### src/ndvi_point_classifier_macros.svh
// Assertion macros for the NDVI point classifier.
// Used by the RTL files in this folder; needs clk and rst_n in scope.
`ifndef NDVI_POINT_CLASSIFIER_MACROS_SVH
`define NDVI_POINT_CLASSIFIER_MACROS_SVH

// same-cycle implication
`define NPC_ASSERT_IMPL(label, ante, cons) \
  label: assert property (@(posedge clk) disable iff (!rst_n) (ante) |-> (cons)) \
    else $error("npc assertion failed");

// next-cycle implication
`define NPC_ASSERT_NEXT(label, ante, cons) \
  label: assert property (@(posedge clk) disable iff (!rst_n) (ante) |=> (cons)) \
    else $error("npc assertion failed");

`endif

### src/npc_pkg.sv
// Package for the NDVI point classifier: fixed-point format, register
// indexes, sequencer states and divider status. No dependencies.
`default_nettype none

package npc_pkg;

  localparam int NDVI_FRAC_BITS = 14;
  localparam int QW             = NDVI_FRAC_BITS + 1;
  localparam int CNT_W          = $clog2(QW);

  localparam logic signed [15:0] NDVI_ONE =
    (NDVI_FRAC_BITS >= 15) ? 16'sh7FFF : 16'(32'sd1 <<< NDVI_FRAC_BITS);
  localparam logic signed [15:0] NDVI_NEG_ONE = 16'(-(32'sd1 <<< NDVI_FRAC_BITS));
  localparam logic signed [16:0] NDVI_SAT_MAX = 17'sd32767;

  localparam logic [15:0] MIN_DEPTH_RESET = 16'd10;

  typedef enum logic [2:0] {
    CFG_NDVI_THRESHOLD     = 3'd0,
    CFG_IR_THRESHOLD       = 3'd1,
    CFG_GROUND_MODE        = 3'd2,
    CFG_PLANT_MODE         = 3'd3,
    CFG_TINT_LOW_NDVI      = 3'd4,
    CFG_TINT_DARK_IR       = 3'd5,
    CFG_SHOW_OUTSIDE_COLOR = 3'd6,
    CFG_MIN_DEPTH_MM       = 3'd7
  } cfg_reg_t;

  typedef enum logic [1:0] {
    ST_IDLE,
    ST_DIV,
    ST_DONE
  } npc_state_t;

  typedef struct packed {
    logic busy;
    logic done;
  } div_status_t;

endpackage

`default_nettype wire

### src/npc_divider.sv
// Bit-serial restoring divider: dividend << NDVI_FRAC_BITS over a 9-bit
// divisor, for dividend <= divisor. Depends on npc_pkg.
`default_nettype none

module npc_divider (
  input  wire logic                   clk,
  input  wire logic                   rst_n,
  input  wire logic                   start,
  input  wire logic [7:0]             dividend,
  input  wire logic [8:0]             divisor,
  output npc_pkg::div_status_t        status,
  output logic [npc_pkg::QW-1:0]      quotient
);
  import npc_pkg::*;

  logic [8:0]       rem_r, rem_nxt;
  logic [8:0]       dsr_r, dsr_nxt;
  logic [QW-1:0]    q_r, q_nxt;
  logic [CNT_W-1:0] cnt_r, cnt_nxt;
  logic             busy_r, busy_nxt;
  logic             done_r, done_nxt;

  logic [9:0] trial;
  logic [9:0] diff;
  logic       ge;
  logic       ge0;

  always_comb begin
    trial    = {rem_r, 1'b0};
    diff     = trial - {1'b0, dsr_r};
    ge       = trial >= {1'b0, dsr_r};
    ge0      = {1'b0, dividend} >= divisor;
    rem_nxt  = rem_r;
    dsr_nxt  = dsr_r;
    q_nxt    = q_r;
    cnt_nxt  = cnt_r;
    busy_nxt = busy_r;
    done_nxt = 1'b0;
    if (start) begin
      dsr_nxt  = divisor;
      rem_nxt  = ge0 ? ({1'b0, dividend} - divisor) : {1'b0, dividend};
      q_nxt    = {{(QW-1){1'b0}}, ge0};
      cnt_nxt  = CNT_W'(NDVI_FRAC_BITS);
      busy_nxt = 1'b1;
    end else if (busy_r) begin
      rem_nxt = ge ? diff[8:0] : trial[8:0];
      q_nxt   = {q_r[QW-2:0], ge};
      cnt_nxt = cnt_r - CNT_W'(1);
      if (cnt_r == CNT_W'(1)) begin
        busy_nxt = 1'b0;
        done_nxt = 1'b1;
      end
    end
  end

  always_ff @(posedge clk) begin
    rem_r <= rem_nxt;
    dsr_r <= dsr_nxt;
    q_r   <= q_nxt;
    cnt_r <= cnt_nxt;
    if (!rst_n) begin
      busy_r <= 1'b0;
      done_r <= 1'b0;
    end else begin
      busy_r <= busy_nxt;
      done_r <= done_nxt;
    end
  end

  assign status.busy = busy_r;
  assign status.done = done_r;
  assign quotient    = q_r;

endmodule

`default_nettype wire

### src/ndvi_point_classifier.sv
// NDVI point classifier top level: input capture, sequencer, classification,
// running NDVI statistics and output register. Depends on npc_pkg,
// npc_divider and ndvi_point_classifier_macros.svh.
//
//   channel  | handshake          | payload
//   ---------+--------------------+---------------------------------------------
//   in       | in_valid/in_stall  | ir_level, red/green/blue_in, depth_in, covered
//   out      | out_valid/out_stall| colour, depth, keep flags, ndvi, low/high
//   cfg      | cfg_we             | cfg_index, cfg_data
//
// A transaction runs in order: a load, NDVI_FRAC_BITS shift steps and a done
// strobe in npc_divider, then classification and the output load.
// The next input is taken once the result moves to the output register.
// A stalled output holds the result; the sequencer then waits in its last state.
// Reset initialises control, statistics and config; no clearing pass.
`default_nettype none

module ndvi_point_classifier (
  input  wire logic        clk,
  input  wire logic        rst_n,
  input  wire logic        in_valid,
  output logic             in_stall,
  input  wire logic [7:0]  in_ir_level,
  input  wire logic [7:0]  in_red_in,
  input  wire logic [7:0]  in_green_in,
  input  wire logic [7:0]  in_blue_in,
  input  wire logic [15:0] in_depth_in,
  input  wire logic        in_color_covered,
  output logic             out_valid,
  input  wire logic        out_stall,
  output logic [7:0]       out_red_out,
  output logic [7:0]       out_green_out,
  output logic [7:0]       out_blue_out,
  output logic [15:0]      out_depth_out,
  output logic             out_keep_display,
  output logic             out_keep_pipeline,
  output logic signed [15:0] out_ndvi_value,
  output logic             out_ndvi_valid,
  output logic signed [15:0] out_ndvi_low,
  output logic signed [15:0] out_ndvi_high,
  input  wire logic        cfg_we,
  input  wire logic [2:0]  cfg_index,
  input  wire logic [15:0] cfg_data
);
  import npc_pkg::*;
  `include "ndvi_point_classifier_macros.svh"

  logic signed [15:0] thr_r;
  logic [7:0]         ir_thr_r;
  logic               ground_r, plant_r, tint_low_r, tint_dark_r, show_out_r;
  logic [15:0]        min_depth_r;

  npc_state_t state_r, state_nxt;

  logic [7:0]  ir_r, red_r, green_r, blue_r;
  logic [15:0] depth_r;
  logic        covered_r, neg_r, zero_r;

  logic signed [15:0] min_r, min_nxt, max_r, max_nxt;

  logic               out_valid_r, out_valid_nxt;
  logic [7:0]         ro_r, go_r, bo_r;
  logic [15:0]        do_r;
  logic               kd_r, kp_r, nv_r;
  logic signed [15:0] nd_r;

  logic         in_acc;
  logic         load_out;
  logic [7:0]   diff_mag;
  logic [8:0]   sum;
  div_status_t  div_st;
  logic [QW-1:0] quot;

  logic signed [16:0] q_ext, q_sgn;
  logic signed [15:0] ndvi;
  logic               valid, above, below, dark, deep, show, pipe;
  logic [7:0]         r_o, g_o, b_o;
  logic [15:0]        d_o;

  assign in_acc   = in_valid && !in_stall;
  assign in_stall = (state_r != ST_IDLE);
  assign diff_mag = (in_ir_level >= in_red_in) ? (in_ir_level - in_red_in)
                                               : (in_red_in - in_ir_level);
  assign sum      = {1'b0, in_ir_level} + {1'b0, in_red_in};

  npc_divider u_div (
    .clk      (clk),
    .rst_n    (rst_n),
    .start    (in_acc),
    .dividend (diff_mag),
    .divisor  (sum),
    .status   (div_st),
    .quotient (quot)
  );

  always_ff @(posedge clk) begin
    if (!rst_n) begin
      thr_r       <= '0;
      ir_thr_r    <= '0;
      ground_r    <= 1'b0;
      plant_r     <= 1'b0;
      tint_low_r  <= 1'b0;
      tint_dark_r <= 1'b0;
      show_out_r  <= 1'b0;
      min_depth_r <= MIN_DEPTH_RESET;
    end else if (cfg_we) begin
      case (cfg_reg_t'(cfg_index))
        CFG_NDVI_THRESHOLD:     thr_r       <= cfg_data;
        CFG_IR_THRESHOLD:       ir_thr_r    <= cfg_data[7:0];
        CFG_GROUND_MODE:        ground_r    <= cfg_data[0];
        CFG_PLANT_MODE:         plant_r     <= cfg_data[0];
        CFG_TINT_LOW_NDVI:      tint_low_r  <= cfg_data[0];
        CFG_TINT_DARK_IR:       tint_dark_r <= cfg_data[0];
        CFG_SHOW_OUTSIDE_COLOR: show_out_r  <= cfg_data[0];
        CFG_MIN_DEPTH_MM:       min_depth_r <= cfg_data;
        default: ;
      endcase
    end
  end

  always_ff @(posedge clk) begin
    if (in_acc) begin
      ir_r      <= in_ir_level;
      red_r     <= in_red_in;
      green_r   <= in_green_in;
      blue_r    <= in_blue_in;
      depth_r   <= in_depth_in;
      covered_r <= in_color_covered;
      neg_r     <= in_red_in > in_ir_level;
      zero_r    <= (sum == 9'd0);
    end
  end

  always_comb begin
    q_ext = 17'($unsigned(quot));
    q_sgn = neg_r ? -q_ext : q_ext;
    ndvi  = (q_sgn > NDVI_SAT_MAX) ? NDVI_SAT_MAX[15:0] : q_sgn[15:0];
    valid = covered_r && !zero_r;
    if (!valid) begin
      ndvi = '0;
    end
    above = valid && (ndvi > thr_r);
    below = valid && (ndvi < thr_r);
    dark  = ir_r < ir_thr_r;
    show  = 1'b1;
    pipe  = 1'b1;
    d_o   = depth_r;
    r_o   = red_r;
    g_o   = green_r;
    b_o   = blue_r;
    if (!covered_r) begin
      r_o  = ir_r;
      g_o  = ir_r;
      b_o  = ir_r;
      show = show_out_r;
      pipe = 1'b0;
    end else if (!(ground_r && plant_r)) begin
      if (ground_r) begin
        if (above) begin
          r_o  = '0;
          g_o  = '0;
          b_o  = '0;
          d_o  = '0;
          show = 1'b0;
        end
        if (dark) begin
          r_o = ir_r;
          g_o = '0;
          b_o = '0;
        end
      end
      if (plant_r) begin
        if (below) begin
          if (tint_low_r) begin
            r_o = ir_r;
            g_o = '0;
            b_o = '0;
          end else begin
            show = 1'b0;
          end
        end else if (dark) begin
          if (tint_dark_r) begin
            r_o = '0;
            g_o = '0;
            b_o = ir_r;
          end else begin
            show = 1'b0;
          end
        end
      end
    end
    deep    = d_o >= min_depth_r;
    min_nxt = (valid && (ndvi < min_r)) ? ndvi : min_r;
    max_nxt = (valid && (ndvi > max_r)) ? ndvi : max_r;
  end

  always_comb begin
    state_nxt     = state_r;
    load_out      = 1'b0;
    out_valid_nxt = out_valid_r && out_stall;
    case (state_r)
      ST_IDLE: begin
        if (in_acc) begin
          state_nxt = ST_DIV;
        end
      end
      ST_DIV: begin
        if (div_st.done) begin
          state_nxt = ST_DONE;
        end
      end
      ST_DONE: begin
        if (!out_valid_r || !out_stall) begin
          load_out      = 1'b1;
          out_valid_nxt = 1'b1;
          state_nxt     = ST_IDLE;
        end
      end
      default: state_nxt = ST_IDLE;
    endcase
  end

  always_ff @(posedge clk) begin
    if (!rst_n) begin
      state_r     <= ST_IDLE;
      out_valid_r <= 1'b0;
      min_r       <= NDVI_ONE;
      max_r       <= NDVI_NEG_ONE;
    end else begin
      state_r     <= state_nxt;
      out_valid_r <= out_valid_nxt;
      if (load_out) begin
        min_r <= min_nxt;
        max_r <= max_nxt;
      end
    end
  end

  always_ff @(posedge clk) begin
    if (load_out) begin
      ro_r <= r_o;
      go_r <= g_o;
      bo_r <= b_o;
      do_r <= d_o;
      kd_r <= show && deep;
      kp_r <= pipe && deep;
      nd_r <= ndvi;
      nv_r <= valid;
    end
  end

  assign out_valid         = out_valid_r;
  assign out_red_out       = ro_r;
  assign out_green_out     = go_r;
  assign out_blue_out      = bo_r;
  assign out_depth_out     = do_r;
  assign out_keep_display  = kd_r;
  assign out_keep_pipeline = kp_r;
  assign out_ndvi_value    = nd_r;
  assign out_ndvi_valid    = nv_r;
  assign out_ndvi_low      = min_r;
  assign out_ndvi_high     = max_r;

  `NPC_ASSERT_NEXT(a_start_div, in_acc, state_r == ST_DIV && div_st.busy)
  `NPC_ASSERT_IMPL(a_done_in_div, div_st.done, state_r == ST_DIV)
  `NPC_ASSERT_NEXT(a_drop_taken, out_valid_r && !out_stall && state_r != ST_DONE,
                   !out_valid_r)
  `NPC_ASSERT_IMPL(a_ndvi_range, out_valid_r && nv_r,
                   nd_r <= NDVI_ONE && nd_r >= NDVI_NEG_ONE)

endmodule

`default_nettype wire
### config.mk
export PLATFORM = sky130hd
export DESIGN_NAME = ndvi_point_classifier
export DESIGN_NICKNAME = d
export VERILOG_FILES = /design/src/npc_pkg.sv /design/src/npc_divider.sv /design/src/ndvi_point_classifier.sv
export VERILOG_INCLUDE_DIRS = /design/src /design/src/src
export SDC_FILE = /design/constraint.sdc
export NUM_CORES = 1
export LEC_CHECK = 0
export BUFFER_PORTS_ARGS = -buffer_cell sky130_fd_sc_hd__buf_2
export CORE_ASPECT_RATIO = 1.1
export CORE_MARGIN = 4
export CORE_UTILIZATION = 60
export CTS_BUF_LIST = sky130_fd_sc_hd__clkbuf_4 sky130_fd_sc_hd__clkbuf_8
export DETAILED_ROUTE_END_ITERATION = 12
export HOLD_SLACK_MARGIN = 0.06
export PLACE_DENSITY_LB_ADDON = 0.15
export SYNTH_ARGS = -nofsm -noshare
export SYNTH_HDL_FRONTEND = slang
export SYNTH_SLANG_ARGS = --single-unit
export TNS_END_PERCENT = 10
### constraint.sdc
create_clock -name clk -period 10.95 [get_ports clk]
set_input_delay 1.6425 -clock clk [delete_from_list [all_inputs] [get_ports clk]]
set_output_delay 1.6425 -clock clk [all_outputs]
set_load 0.05 [all_outputs]
==> metrics.md, run 1 <==
| Metric | Value |
|---|---|
| Status | `finished clean` |
| Slew Viols, Final | `0` |
| Overflow after GRT | `0` |
| Crit path largest cell delay | `0.69 ns` |
| Max-slew headroom | `15.3%` |
| Most frequent cell after synthesis | `nand2_1` |
| Yosys reg bits | `229` |
| Critical Path RT | `11.21 ns` |
| Cell Rows | `54` |
| Net Sw Frac | `29.6%` |
| Post-CTS Setup Bufs | `0` |
| All-Layer GR Usage | `25.6%` |
| Die width | `145 um` |
| Ys Warns | `0` |
| GPL Wtd Cong | `0.939` |
| CP max FO | `17` |
| RSZ-0062 raised after global routing | `false` |
| Post-synthesis async set-or-reset flop share | `0%` |
| Fmax | `160 MHz` |
| CP Buf/Inv Count | `0` |
| Most frequent cells after synthesis | `nand2_1 (146), edfxtp_1 (129), inv_1 (127), ha_1 (113), dfxtp_1 (100)` |
| Pwr/cell area | `168 mW/mm^2` |
| Worst hold slack | `0.455 ns` |
| Cells after Synth | `1242` |
| Sw Pwr | `0.711 mW` |
| Worst Max-Slew Pin Slew | `1.27 ns` |
| # port buffers | `165` |
| Number of global-route vias before repair | `9571` |
| Clock Power Share | `34.7%` |
| Critical path arrival | `6.52 ns` |
| Post_cts resized | `0` |
| Utilization after layout | `70.9%` |
| Initial DRC count | `615` |
| TNS Setup | `0 ns` |
| Worst setup SP type | `flip-flop` |
| Residual DRC | `0` |
| Die area | `0.0231 mm^2` |
| Initial antenna violation count | `0` |
| Setup crit end kind | `flip-flop` |
| Fin crit share | `57.2%` |
| Fin crit period | `6.26 ns` |
| Via count | `9714` |
| Largest net degree at the start of global routing | `65` |
| Ranking of synthesized cells by area | `edfxtp_1 (31%), dfxtp_1 (16%), ha_1 (11%)` |
| Avg Cell Area, Syn | `10.0 um^2` |
| DRT Wirelength | `30400 um` |
| Vias per Instance | `5.76` |
| Post-Syn Nets | `1433` |
| Seq pwr share | `41.3%` |
| Kind of critical path | `flip-flop to flip-flop` |
| # clock sinks | `229` |
| Area share of the largest cell type after synthesis | `31.2%` |
| Max Cap Violations | `0` |
| Fin cells | `1686` |
| Setup violators final | `0` |
| Maximum vdd drop | `97.9 uV` |
| Clk Latency, worst-skew pair | `0.54 ns` |
| Starting Density | `61.7%` |
| Power share of the combinational group | `24.0%` |
| Clock H-tree levels | `2` |
| Leakage Power | `5.84 nW` |
| CP Cell Sequence | `or4_1 -> nor2_4 -> nand4b_1 -> a21oi_1 -> ha_1 -> nand3_1 -> nand3_1 -> a221oi_1 -> nand4_1 -> and3_1 -> ha_1 -> a21o_1 -> a21o_1 -> a21oi_1 -> nor2_1 -> a211oi_1 -> a31o_2 -> a311oi_1` |
| Inst Count DP | `1615` |
| Max Root-Sink Buffers | `3` |
| Hold Path Class | `flip-flop to flip-flop` |
| Io pins | `166` |
| WL/cell | `18.0 um` |
| Clock root cell | `clkbuf_8` |
| CTS tree | `done` |
| Worst Clk Skew | `0.0208 ns` |
| First-pass GRT wire length | `48800 um` |
| Total Nets Final | `1594` |
| Clock slew at reported path FFs | `0.06 ns` |
| Antenna viol nets, final | `0` |
| Area grow syn2layout | `14.8%` |
| Synth area leader | `edfxtp_1` |
| Final hold viol count | `0` |
| Die height | `159 um` |
| Post-DP HPWL | `22300 um` |
| Largest delay share family, worst path | `simple AND/OR/NAND/NOR gates` |
| Drt first pass iters | `5` |
| Unique masters post-synth | `77` |
| Top FF cell, synth | `edfxtp_1` |
| Core Region | `0.0201 mm^2` |
| Number of synthesized flops with an enable pin | `129` |
| Pint | `1.69 mW` |
| Number of hold buffers added after CTS | `0` |
| Seq/Total Area, Yosys | `47.3%` |
| Mapped Area | `0.0124 mm^2` |
| Num CTS Buffers | `38` |
| Layout cell share with drive strength beyond 1 | `18.3%` |
| Critical path's slowest cell | `or4_1` |
## metrics by stage
stage	setup slack, ns	total power [mW]	cell area (um^2)
after CTS	4.78	2.41	14300
after global placement	4.94	1.56	13400
after global routing	4.26	2.53	14300
after floorplan	5.45	1.43	12400
final	4.69	2.40	14300
after detailed placement	4.81	1.57	13400
## state kept, by name, indices dropped and copies added, names as in the netlist, 2 cells and up
signal          cells
blue_r              8
state_r             2
u_div.rem_r         9
out_blue_out        8
out_ndvi_value     16
depth_r            16
out_red_out         8
out_ndvi_high      16
ir_thr_r            8
out_ndvi_low       16
u_div.quotient     15
out_green_out       8
u_div.cnt_r         4
out_depth_out      16
u_div.dsr_r         9
min_depth_r        16
ir_r                8
thr_r              16
green_r             8
red_r               8
## power groups by stage
stage,registers [mW],clock network (mW),logic [mW]
floorplan,0.995,0,0.435
global placement,1.01,0,0.555
detailed placement,1.01,0,0.565
CTS,0.990,0.850,0.569
global route,0.993,0.891,0.643
finish,0.989,0.833,0.575
## worst register-to-register path: stages (launching register included)
cell and delay (ns):
dfxtp_1 0.36, or4_1 0.69, nor2_4 0.22, nand4b_1 0.55, a21oi_1 0.65, ha_1 0.36, nand3_1 0.10, nand3_1 0.12
a221oi_1 0.47, nand4_1 0.62, and3_1 0.43, ha_1 0.30, a21o_1 0.18, a21o_1 0.16, a21oi_1 0.15, nor2_1 0.07
a211oi_1 0.31, a31o_2 0.20, a311oi_1 0.04
## cell type report
class / instances / area (um^2)
flip-flops and latches: 229 / 5880
multi-input cells: 834 / 5870
fillers: 1588 / 5860
repair buffers: 170 / 863
clock buffers: 64 / 774
inverters: 130 / 488
well taps: 252 / 315
clock inverters: 6 / 87.6
diodes: 1 / 2.50
## cell families after synthesis
group / Yosys count / share of synthesized area (%)
multiplexers: 44 / 3.56
AO/OA/AOI/OAI: 275 / 15.3
buffers and inverters: 179 / 5.70
other: 1 / 0.0302
XOR/XNOR: 29 / 2.04
adder cells (fa/ha/maj): 118 / 12.2
AND/OR/NAND/NOR: 367 / 14.0
flip-flops: 229 / 47.3
## final timing paths
path / from / end / slack, ns / cells past startpoint
worst max-delay path: u_div.quotient[2]$_SDFFE_PP0P_ / out_keep_display$_DFFE_PP_ / 4.69 / 18
worst min-delay path: min_depth_r[4]$_SDFFE_PN0P_ / min_depth_r[4]$_SDFFE_PN0P_ / 0.46 / 2
worst max register to register: u_div.quotient[2]$_SDFFE_PP0P_ / out_keep_display$_DFFE_PP_ / 4.69 / 18
worst min register to register: min_depth_r[4]$_SDFFE_PN0P_ / min_depth_r[4]$_SDFFE_PN0P_ / 0.46 / 2
## routing by layer
layer	share of wire [%]	global-route usage, %	routed length, um
met1	42	31.6	12800
met2	50	45.3	15100
met3	5.0	4.58	1520
met4	3.1	9.20	937
met5	0	0	0
## placed cells by master, fill, tap and decap left out, types with 27 or more instances in the layout
cell,count
inv_1,126
clkbuf_8,47
dfxtp_1,100
ha_1,113
edfxtp_1,129
nand2_1,146
buf_2,165
mux2i_1,42
nor2_1,83
a21oi_1,94
o21ai_0,27
(Power assumes the default switching activity.)
==> run 2: changes to the inputs <==
- ABC_AREA: not set -> 1
- CORE_UTILIZATION: 60 -> 55
- clock period: 10.95 -> 5.33 ns (I/O delays scaled with it)
==> metrics.md, run 2 <==
| Metric | Value |
|---|---|
| Status | `finished clean` |
| R2R setup slack | `0.48 ns` |
| Clock H-tree levels | `2` |
| Kind of critical path | `flip-flop to flip-flop` |
| Power share of the combinational group | `23.9%` |
| WHS Path Cells | `1` |
| Hold path start | `in_blue_in[2]` |
| DRT Wirelength | `30800 um` |
| CP Buf/Inv Count | `7` |
| Synth Area in Adders | `11.9%` |
| Fill count | `1964` |
| GPL Wtd Cong | `0.921` |
| TNS Setup | `0 ns` |
| Net Sw Frac | `30.2%` |
| R2R depth | `30` |
| Io pins | `166` |
| Post-Synth Simple-Gate Area | `16.7%` |
| Max-slew headroom | `27.1%` |
| Num CTS Buffers | `40` |
| First-pass GRT wire length | `49700 um` |
| Worst Max-Slew Pin Slew | `1.09 ns` |
| Setup crit end kind | `flip-flop` |
| Residual DRC | `0` |
| Cell Rows | `58` |
| Reg2reg start | `u_div.quotient[0]$_DFFE_PP_` |
| WL/cell | `15.6 um` |
| Critical path arrival | `5.15 ns` |
| Worst Clk Skew | `0.0283 ns` |
| Most frequent cells after synthesis | `inv_1 (246), nand2_1 (215), a21oi_1 (132), edfxtp_1 (129), ha_1 (113)` |
| Seq/Total Area, Yosys | `46.3%` |
| # clock sinks | `229` |
| Layout cell share with drive strength beyond 1 | `19.1%` |
| Multiplexer area fraction after synthesis | `0.167%` |
| Fmax | `206 MHz` |
| Antenna viol nets, final | `0` |
| Seq pwr share | `40.7%` |
| Initial antenna violation count | `2` |
| Clk Latency, worst-skew pair | `0.54 ns` |
| Overflow after GRT | `0` |
| Hold Path End | `blue_r[2]$_DFFE_PP_` |
| Post-DP HPWL | `23000 um` |
| CTS tree | `done` |
| Via count | `10400` |
| Post-placement setup slack | `0.464 ns` |
| Number of global-route vias before repair | `10000` |
| Top FF cell, synth | `edfxtp_1` |
| Most frequent cells in the layout | `inv_1 (245), nand2_1 (215), buf_2 (165)` |
| Cells after Synth | `1459` |
| Max Cap Violations | `0` |
| Utilization after layout | `64.9%` |
| Hold Path Class | `primary input to flip-flop` |
| Final worst slack | `0.476 ns` |
| WP depth | `30` |
| Initial DRC count | `588` |
| Commonest non-fill, non-tap cell in the layout | `inv_1` |
| Complex-gate fraction of the synthesized area | `13.4%` |
| Unique masters post-synth | `54` |
| Ys Warns | `0` |
| Maximum vdd drop | `262 uV` |
| Avg Cell Area, Syn | `8.71 um^2` |
| Post-synthesis xor/xnor area fraction | `2.28%` |
| Post-CTS Setup Bufs | `0` |
| Sw Pwr | `1.51 mW` |
| R2r endpoint | `out_keep_pipeline$_DFFE_PP_` |
| Vias per Instance | `5.25` |
| Starting Density | `55.7%` |
| CP max FO | `17` |
| Area share of the largest cell type after synthesis | `30.5%` |
| Number of synthesized flops with an enable pin | `129` |
| Core Region | `0.0228 mm^2` |
| Final hold viol count | `0` |
| Die area | `0.0256 mm^2` |
| Number of hold buffers added after CTS | `0` |
| All-Layer GR Usage | `23.6%` |
| Post-Syn Nets | `1650` |
| Clock root cell | `clkbuf_8` |
| Largest delay share family, worst path | `simple AND/OR/NAND/NOR gates` |
| Ranking of synthesized cells by area | `edfxtp_1 (30%), dfxtp_1 (16%), ha_1 (11%)` |
| Leakage Power | `7.01 nW` |
| Fin crit period | `4.85 ns` |
| Max Root-Sink Buffers | `3` |
| Largest family of logic cells by synthesized area | `simple AND/OR/NAND/NOR gates` |
| Worst setup SP type | `flip-flop` |
| Slew Viols, Final | `0` |
| Most frequent CP cell | `inv_1` |
| Most frequent cell after synthesis | `inv_1` |
| Pint | `3.48 mW` |
| Clock slew at reported path FFs | `0.06 ns` |
| RSZ-0062 raised after global routing | `false` |
| Die height | `167 um` |
| Yosys reg bits | `229` |
| Post-synthesis async set-or-reset flop share | `0%` |
| Total Nets Final | `1836` |
| Crit path largest cell delay | `0.39 ns` |
| Fin crit share | `91.1%` |
| Pwr/cell area | `337 mW/mm^2` |
| Die width | `153 um` |
| Post_cts resized | `0` |
| Drt first pass iters | `5` |
| Clock Power Share | `35.4%` |
| # port buffers | `165` |
| Critical path's slowest cell | `nor4_1` |
| Critical Path RT | `5.63 ns` |
| Largest net degree at the start of global routing | `72` |
| Synth area leader | `edfxtp_1` |
| Setup violators final | `0` |
| Area grow syn2layout | `16.5%` |
| Mapped Area | `0.0127 mm^2` |
[run 2: cells by family (layout without fill, tap and decap cells)]
group | after synthesis | in the layout
AOI/OAI and AO/OA | 306 | 306
xor gates and xnor gates | 33 | 33
adders and majority gates | 118 | 118
buffers and inverters | 304 | 521
DFF | 229 | 229
muxes | 2 | 2
other | 1 | 3
and+or+nand+nor | 466 | 466
[run 2: final cells by class]
class	count	area [um^2]	share of cell area (%)
timing repair buffer	187	991	6.70
multi-input combinational	926	5660	38.3
inverter	261	980	6.62
sequential	229	5880	39.7
clock buffer	64	800	5.40
tap	300	375	2.54
antenna	2	5.00	0.0338
clock inverter	9	106	0.719
[run 2: power by group through the flow]
stage               Combinational, mW  Clock [mW]  Sequential (mW)
floorplan                       0.889           0             2.05
global placement                 1.15           0             2.07
detailed placement               1.18           0             2.07
CTS                              1.19        1.81             2.03
global route                     1.37        1.88             2.04
finish                           1.19        1.77             2.03
[run 2: worst max path at each step]
stage	from	end	slack, ns
finish	u_div.quotient[0]$_DFFE_PP_	out_keep_pipeline$_DFFE_PP_	0.48
global route	u_div.quotient[0]$_DFFE_PP_	out_keep_pipeline$_DFFE_PP_	0.07
CTS	u_div.quotient[0]$_DFFE_PP_	out_keep_pipeline$_DFFE_PP_	0.48
detailed placement	in_ir_level[5]	u_div.rem_r[3]$_DFFE_PP_	0.46
global placement	in_ir_level[5]	u_div.rem_r[1]$_DFFE_PP_	0.55
floorplan	out_stall	out_ndvi_high[11]$_SDFFE_PN0P_	0.68
[run 2: routing by layer]
layer	GRT usage [%]	wire length, um	vias up
met3	4.14	1930	74
met4	7.17	877	2
met2	42.9	15500	329
met1	28.5	12500	4736
li1	-	-	5253
met5	0	13	-
[run 2: metrics by stage]
stage / hold WS [ns] / power, mW / std cells / cell area [um^2]
floorplan: 0.435 / 2.94 / 1459 / 12700
global placement: 0.451 / 3.22 / 1903 / 13900
detailed placement: 0.454 / 3.25 / 1903 / 13900
CTS: 0.399 / 5.03 / 1976 / 14800
global route: 0.399 / 5.29 / 1977 / 14800
finish: 0.430 / 4.99 / 1978 / 14800
